===== src/hw/rtl/tsm_pkg.sv =====
// Shared widths, types and lane tables for the triangle stiffness matrix core.
// No dependencies.
`default_nettype none
package tsm_pkg;
	localparam int COORD_BITS = 24;
	localparam int ENTRY_BITS = 32;
	localparam int ENTRY_FRAC = 16;
	localparam int LANES      = 6;

	localparam int DIFF_W = COORD_BITS + 1;
	localparam int PROD_W = 2 * DIFF_W;
	localparam int DOT_W  = PROD_W + 1;
	localparam int MAG_W  = DOT_W;
	localparam int DEN_W  = MAG_W + 1;
	localparam int REM_W  = DEN_W + 1;
	localparam int Q_W    = ENTRY_BITS + 1;
	localparam int QR_W   = Q_W + 1;
	localparam int NUM_W  = MAG_W + ENTRY_FRAC;
	localparam int CMP_W  = NUM_W + DEN_W;

	typedef logic signed [COORD_BITS-1:0] coord_t;
	typedef logic signed [DIFF_W-1:0]     diff_t;
	typedef logic signed [PROD_W-1:0]     prod_t;
	typedef logic signed [DOT_W-1:0]      dot_t;
	typedef logic [MAG_W-1:0]             mag_t;
	typedef logic [DEN_W-1:0]             den_t;
	typedef logic [REM_W-1:0]             rem_t;
	typedef logic [Q_W-1:0]               q_t;
	typedef logic [QR_W-1:0]              qr_t;
	typedef logic [NUM_W-1:0]             num_t;
	typedef logic [CMP_W-1:0]             cmp_t;
	typedef logic signed [ENTRY_BITS-1:0] entry_t;

	localparam qr_t NEG_LIM = qr_t'(1) << (ENTRY_BITS - 1);
	localparam qr_t POS_LIM = NEG_LIM - qr_t'(1);

	typedef struct packed {
		logic [LANES-1:0][REM_W-1:0] rem;
		logic [LANES-1:0][Q_W-1:0]   tail;
		den_t                        den;
		logic [LANES-1:0]            neg;
		logic [LANES-1:0]            sat;
		logic                        degen;
	} div_t;

	// edge pair index: 0 = 23, 1 = 31, 2 = 12
	function automatic logic [1:0] lane_row(input logic [2:0] k);
		logic [1:0] r;
		case (k)
			3'd0, 3'd1, 3'd2: r = 2'd0;
			3'd3, 3'd4:       r = 2'd1;
			default:          r = 2'd2;
		endcase
		return r;
	endfunction

	function automatic logic [1:0] lane_col(input logic [2:0] k);
		logic [1:0] c;
		case (k)
			3'd0:       c = 2'd0;
			3'd1, 3'd3: c = 2'd1;
			default:    c = 2'd2;
		endcase
		return c;
	endfunction
endpackage
`default_nettype wire


===== src/hw/rtl/tsm_if.sv =====
// Valid/ready channel interfaces for triangle corners in and matrix entries out.
// Depends on tsm_pkg.
`default_nettype none


interface tsm_out_if;
	logic            valid;
	logic            ready;
	tsm_pkg::entry_t entry_00;
	tsm_pkg::entry_t entry_01;
	tsm_pkg::entry_t entry_02;
	tsm_pkg::entry_t entry_11;
	tsm_pkg::entry_t entry_12;
	tsm_pkg::entry_t entry_22;
	logic            degenerate;
	modport source (output valid, entry_00, entry_01, entry_02, entry_11, entry_12, entry_22,
		degenerate, input ready);
	modport sink (input valid, entry_00, entry_01, entry_02, entry_11, entry_12, entry_22,
		degenerate, output ready);
endinterface
`default_nettype wire


===== src/hw/rtl/tsm_back.sv =====
// Back pipeline: round to nearest, saturate, apply sign, output register.
// Depends on tsm_pkg and tsm_if.
`default_nettype none
module tsm_back (
	input  wire logic          clk,
	input  wire logic          arst_n,
	input  wire logic          in_valid,
	output logic               in_ready,
	input  wire tsm_pkg::div_t in_data,
	tsm_out_if.source          out_ch
);
	logic v_s1, v_s2;
	logic rdy1, rdy2;
	tsm_pkg::qr_t qr_s1 [tsm_pkg::LANES];
	logic [tsm_pkg::LANES-1:0] sat_s1, neg_s1;
	logic degen_s1;
	tsm_pkg::entry_t res_s2 [tsm_pkg::LANES];
	logic degen_s2;
	tsm_pkg::qr_t m_d [tsm_pkg::LANES];
	tsm_pkg::entry_t res_d [tsm_pkg::LANES];
	logic [tsm_pkg::LANES-1:0] rnd_d;

	assign rdy2 = !v_s2 || out_ch.ready;
	assign rdy1 = !v_s1 || rdy2;
	assign in_ready = rdy1;

	always_ff @(posedge clk or negedge arst_n) begin
		if (!arst_n) begin
			v_s1 <= 1'b0;
			v_s2 <= 1'b0;
		end else begin
			if (rdy1) v_s1 <= in_valid;
			if (rdy2) v_s2 <= v_s1;
		end
	end

	always_comb begin
		for (int k = 0; k < tsm_pkg::LANES; k++) begin
			rnd_d[k] = {in_data.rem[k][tsm_pkg::DEN_W-1:0], 1'b0}
				>= tsm_pkg::rem_t'(in_data.den);
		end
	end

	always_ff @(posedge clk) begin
		if (rdy1 && in_valid) begin
			for (int k = 0; k < tsm_pkg::LANES; k++) begin
				qr_s1[k] <= tsm_pkg::qr_t'(in_data.tail[k]) + tsm_pkg::qr_t'(rnd_d[k]);
			end
			sat_s1   <= in_data.sat;
			neg_s1   <= in_data.neg;
			degen_s1 <= in_data.degen;
		end
	end

	always_comb begin
		for (int k = 0; k < tsm_pkg::LANES; k++) begin
			if (neg_s1[k]) begin
				m_d[k] = (sat_s1[k] || qr_s1[k] > tsm_pkg::NEG_LIM) ? tsm_pkg::NEG_LIM : qr_s1[k];
				m_d[k] = ~m_d[k] + tsm_pkg::qr_t'(1);
			end else begin
				m_d[k] = (sat_s1[k] || qr_s1[k] > tsm_pkg::POS_LIM) ? tsm_pkg::POS_LIM : qr_s1[k];
			end
			res_d[k] = degen_s1 ? '0 : tsm_pkg::entry_t'(m_d[k][tsm_pkg::ENTRY_BITS-1:0]);
		end
	end

	always_ff @(posedge clk) begin
		if (rdy2 && v_s1) begin
			for (int k = 0; k < tsm_pkg::LANES; k++) begin
				res_s2[k] <= res_d[k];
			end
			degen_s2 <= degen_s1;
		end
	end

	assign out_ch.valid      = v_s2;
	assign out_ch.entry_00   = res_s2[0];
	assign out_ch.entry_01   = res_s2[1];
	assign out_ch.entry_02   = res_s2[2];
	assign out_ch.entry_11   = res_s2[3];
	assign out_ch.entry_12   = res_s2[4];
	assign out_ch.entry_22   = res_s2[5];
	assign out_ch.degenerate = degen_s2;
endmodule
`default_nettype wire


===== src/flat_wrapper.sv =====
// flat-port wrapper written by rule: the top's interface ports become plain ports
module tsm_back_flat 
  (clk, arst_n, in_valid, in_ready, in_data, out_ch_valid, out_ch_entry_00, out_ch_entry_01, out_ch_entry_02, out_ch_entry_11, out_ch_entry_12, out_ch_entry_22, out_ch_degenerate, out_ch_ready);
  tsm_out_if out_ch_i ();
  input  wire logic clk;
  input  wire logic arst_n;
  input  wire logic in_valid;
  output logic in_ready;
  input  wire tsm_pkg::div_t in_data;
  output wire logic [$bits(out_ch_i.valid)-1:0] out_ch_valid;
  output wire logic [$bits(out_ch_i.entry_00)-1:0] out_ch_entry_00;
  output wire logic [$bits(out_ch_i.entry_01)-1:0] out_ch_entry_01;
  output wire logic [$bits(out_ch_i.entry_02)-1:0] out_ch_entry_02;
  output wire logic [$bits(out_ch_i.entry_11)-1:0] out_ch_entry_11;
  output wire logic [$bits(out_ch_i.entry_12)-1:0] out_ch_entry_12;
  output wire logic [$bits(out_ch_i.entry_22)-1:0] out_ch_entry_22;
  output wire logic [$bits(out_ch_i.degenerate)-1:0] out_ch_degenerate;
  input wire logic [$bits(out_ch_i.ready)-1:0] out_ch_ready;
  assign out_ch_valid = out_ch_i.valid;
  assign out_ch_entry_00 = out_ch_i.entry_00;
  assign out_ch_entry_01 = out_ch_i.entry_01;
  assign out_ch_entry_02 = out_ch_i.entry_02;
  assign out_ch_entry_11 = out_ch_i.entry_11;
  assign out_ch_entry_12 = out_ch_i.entry_12;
  assign out_ch_entry_22 = out_ch_i.entry_22;
  assign out_ch_degenerate = out_ch_i.degenerate;
  assign out_ch_i.ready = out_ch_ready;
  tsm_back u_core (.clk(clk), .arst_n(arst_n), .in_valid(in_valid), .in_ready(in_ready), .in_data(in_data), .out_ch(out_ch_i));
endmodule

===== config.mk =====
export PLATFORM = sky130hd
export DESIGN_NAME = tsm_back_flat
export DESIGN_NICKNAME = d
export VERILOG_FILES = /design/src/hw/rtl/tsm_pkg.sv /design/src/hw/rtl/tsm_if.sv /design/src/hw/rtl/tsm_back.sv /design/src/flat_wrapper.sv
export SDC_FILE = /design/constraint.sdc
export NUM_CORES = 1
export LEC_CHECK = 0
export ABC_AREA = 1
export BUFFER_PORTS_ARGS = -buffer_cell sky130_fd_sc_hd__buf_2
export CAP_MARGIN = 20
export CORE_AREA = 5 5 298 300
export DETAILED_ROUTE_END_ITERATION = 10
export DIE_AREA = 0 0 303 305
export PLACE_DENSITY_LB_ADDON = 0.1
export SLEW_MARGIN = 20
export SYNTH_ARGS = -nofsm -noshare
export SYNTH_HDL_FRONTEND = slang
export SYNTH_SLANG_ARGS = --single-unit

===== constraint.sdc =====
create_clock -name clk -period 10 [get_ports clk]
set_input_delay 1 -clock clk [delete_from_list [all_inputs] [get_ports clk]]
set_output_delay 1 -clock clk [all_outputs]
set_load 0.02 [all_outputs]

==> flow_summary.yaml <==
status:
  status: "complete, no violations"
clock_network:
  worstSkewPairLatency_ns: 0.57
  cts_made_buffers: 47
  cts_root_buffer: "clkbuf_16"
  cts_repair_resize_count: 0
  cts_sinks: 412
  clk_pin_slew_ns: 0.06
  cts_max_path_buffers: 3
  tritoncts: "yes"
  cts_htree_levels: 2
  cts_setup_buffers: 0
  ctsHoldBuffers: 0
logic_synthesis:
  synth-seq-cells: 412
  async_flop_share: 0.00485
  syn_area_per_cell_um2: 8.00
  syn_nets: 5156
  synth_edf_count: 410
  syn_area_um2: 34000
  yosysUniqueCellTypes: 56
  synth_cells: 4243
  synthFlopType: "edfxtp_1"
  yosys_warnings: 0
  seq_area_frac_synth: 0.364
die:
  ios: 780
  rows: 108
  core_um2: 85900
  dieArea_um2: 92400
  die_w_um: 303
  die_height_um: 305
  start_util: 0.395
placed_design:
  gp_congestion: 0.984
  dp_slack_ns: 4.29
  port_buffers: 773
  hpwl_um: 102000
route:
  via_per_inst: 5.27
  drtPass1Iterations: 6
  drt-initial-drc-count: 2755
  routedWlPerCell_um: 20.1
  ant_nets: 0
  drt_drc_violations_left: 0
  vias: 32600
  wl_um: 124000
sta:
  final_max_slew_viol_count: 0
  slew_headroom: 0.293
  period_share: 0.514
  rsz0062_at_grt: "false"
  worst_slew_pin_slew_ns: 1.06
  period_minus_slack_ns: 5.14
  hold_viol: 0
  fin_skew_ns: 0.0186
  fmaxAchievable_mhz: 194
  setup_ws_ns: 4.86
  finalSetupViolCount: 0
  setup_tns_ns: 0
final_layout:
  fin_nets: 5862
  final_cell_mix: "nand2_1 (883), buf_2 (773), inv_1 (483)"
  area_delta_synth_final_pct: 19.0
  final_util: 0.470
  drive_gt1_frac: 0.191
  final_common_cell: "nand2_1"
setup_path:
  start_kind: "input port"
  r2r_cells: 15
  path_max_fanout: 6
  path_class: "in -> reg"
  r2r_slack_ns: 6.40
  reg2reg_from: "u_core.qr_s1[2][32]$_DFFE_PP_"
  crit_required_ns: 10.32
  endpoint: "u_core.qr_s1[5][30]$_DFFE_PP_"
  r2r_end: "u_core.res_s2[2][22]$_SDFFCE_PP0P_"
  end_kind: "flip-flop"
  startpoint: "in_data[64]"
  arrival_ns: 5.47
job:
  max-cap-violations: 0
grt:
  grt_first_pass_wirelength_um: 185000
  grt_pass1_vias: 31100
  track_usage: 0.259
  grt_max_degree: 124
  grt_overflow: 0
  antenna_found_initial: 69
hold_path:
  hp-class: "in -> async"
power_and_ir_drop:
  peakVddDrop_mv: 0.117
  p_per_area_nw_per_um2: 132
  p_leak_nw: 19.1
-- how the worst min path moves through the flow --
stage                            startpoint                         endpoint  cells past startpoint
floorplan           u_core.v_s1$_DFFE_PN0N_  u_core.out_ch.valid$_DFFE_PN0P_                      2
global placement    u_core.v_s1$_DFFE_PN0N_  u_core.out_ch.valid$_DFFE_PN0P_                      2
detailed placement  u_core.v_s1$_DFFE_PN0N_  u_core.out_ch.valid$_DFFE_PN0P_                      2
CTS                                  arst_n  u_core.out_ch.valid$_DFFE_PN0P_                      1
global route                         arst_n  u_core.out_ch.valid$_DFFE_PN0P_                      1
finish                               arst_n  u_core.out_ch.valid$_DFFE_PN0P_                      1
-- routing by layer --
layer,global-route usage,vias to the layer above,part of all wire
met2,0.448,1117,0.49
met1,0.322,14900,0.40
met3,0.0454,244,0.065
met4,0.0988,24,0.044
met5,0,-,0.0011
li1,-,16300,-
-- per-stage QoR --
step	total power, mW	instances	instance area (um^2)	hold slack, ns
after floorplan	3.10	4243	34000	0.457
after global placement	3.59	6055	38700	0.489
after detailed placement	3.60	6055	38700	0.510
after CTS	5.40	6141	40300	0.156
after global routing	5.65	6170	40400	0.168
final	5.34	6181	40400	0.201
-- synthesized netlist by cell type, types with 43 or more instances --
| master | n | area, um^2 |
|---|---|---|
| nand2_1 | 883 | 3310 |
| edfxtp_1 | 410 | 12300 |
| o21ai_0 | 231 | 1160 |
| nand3_1 | 282 | 1410 |
| nand4_1 | 85 | 532 |
| xnor2_1 | 68 | 596 |
| xor2_1 | 138 | 1210 |
| o41ai_1 | 76 | 666 |
| buf_2 | 46 | 230 |
| o211ai_1 | 56 | 420 |
| nor3_1 | 75 | 375 |
| nor2_1 | 424 | 1590 |
| ha_1 | 328 | 4100 |
| clkbuf_1 | 43 | 161 |
| a21oi_1 | 258 | 1290 |
| o31ai_1 | 50 | 375 |
| inv_1 | 484 | 1820 |
-- critical path, stage by stage --
cell and delay, ns:
buf_2 0.08, inv_1 0.17, ha_1 0.40, nand4_1 0.16
nor3_1 0.31, nor4b_1 0.44, nand3_1 0.36, a31o_2 0.38
nand3_1 0.26, ha_1 0.23, ha_1 0.20, nand3_1 0.08
nor2_1 0.15, nand2_1 0.07, nor2_1 0.14, inv_1 0.09
nor2_1 0.18, nand3b_1 0.17, nor3_1 0.28, nand3_1 0.14
xnor2_1 0.15
-- registers in the layout (all words and copies together) (netlist names) --
signal                    flops
u_core.neg_s1                 6
u_core.res_s2               192
u_core.degen_s1               1
u_core.qr_s1                204
u_core.sat_s1                 6
u_core.out_ch.valid           1
u_core.out_ch.degenerate      1
u_core.v_s1                   1
-- cell type report --
type / count / area, um^2
Tap cell: 1155 / 1450
Sequential cell: 412 / 12400
Antenna cell: 40 / 100
Clock inverter: 31 / 338
Inverter: 494 / 1860
Fill cell: 8769 / 45500
Timing Repair Buffer: 793 / 4040
Multi-Input combinational cell: 3201 / 19000
Clock buffer: 55 / 1250
-- cell families (layout without fill, tap and decap cells) --
logic type,count (synthesis),count (layout),synth area share
buffers and inverters,630,1373,0.0771
and+or+nand+nor,1870,1870,0.240
xor gates and xnor gates,206,206,0.0531
other,0,40,0
DFF,412,412,0.364
adders and majority gates,328,328,0.121
AOI/OAI and AO/OA,797,797,0.145
-- report_power, final --
| part | switching (mW) | leakage (nW) | internal [mW] | total (mW) |
|---|---|---|---|---|
| logic | 0.861 | 14.3 | 0.449 | 1.31 |
| clock network | 0.703 | 0.766 | 1.07 | 1.77 |
| registers | 0.139 | 4.00 | 2.12 | 2.26 |
| total | 1.70 | 19.1 | 3.64 | 5.34 |
No activity file was read; power rests on OpenSTA's default activity.
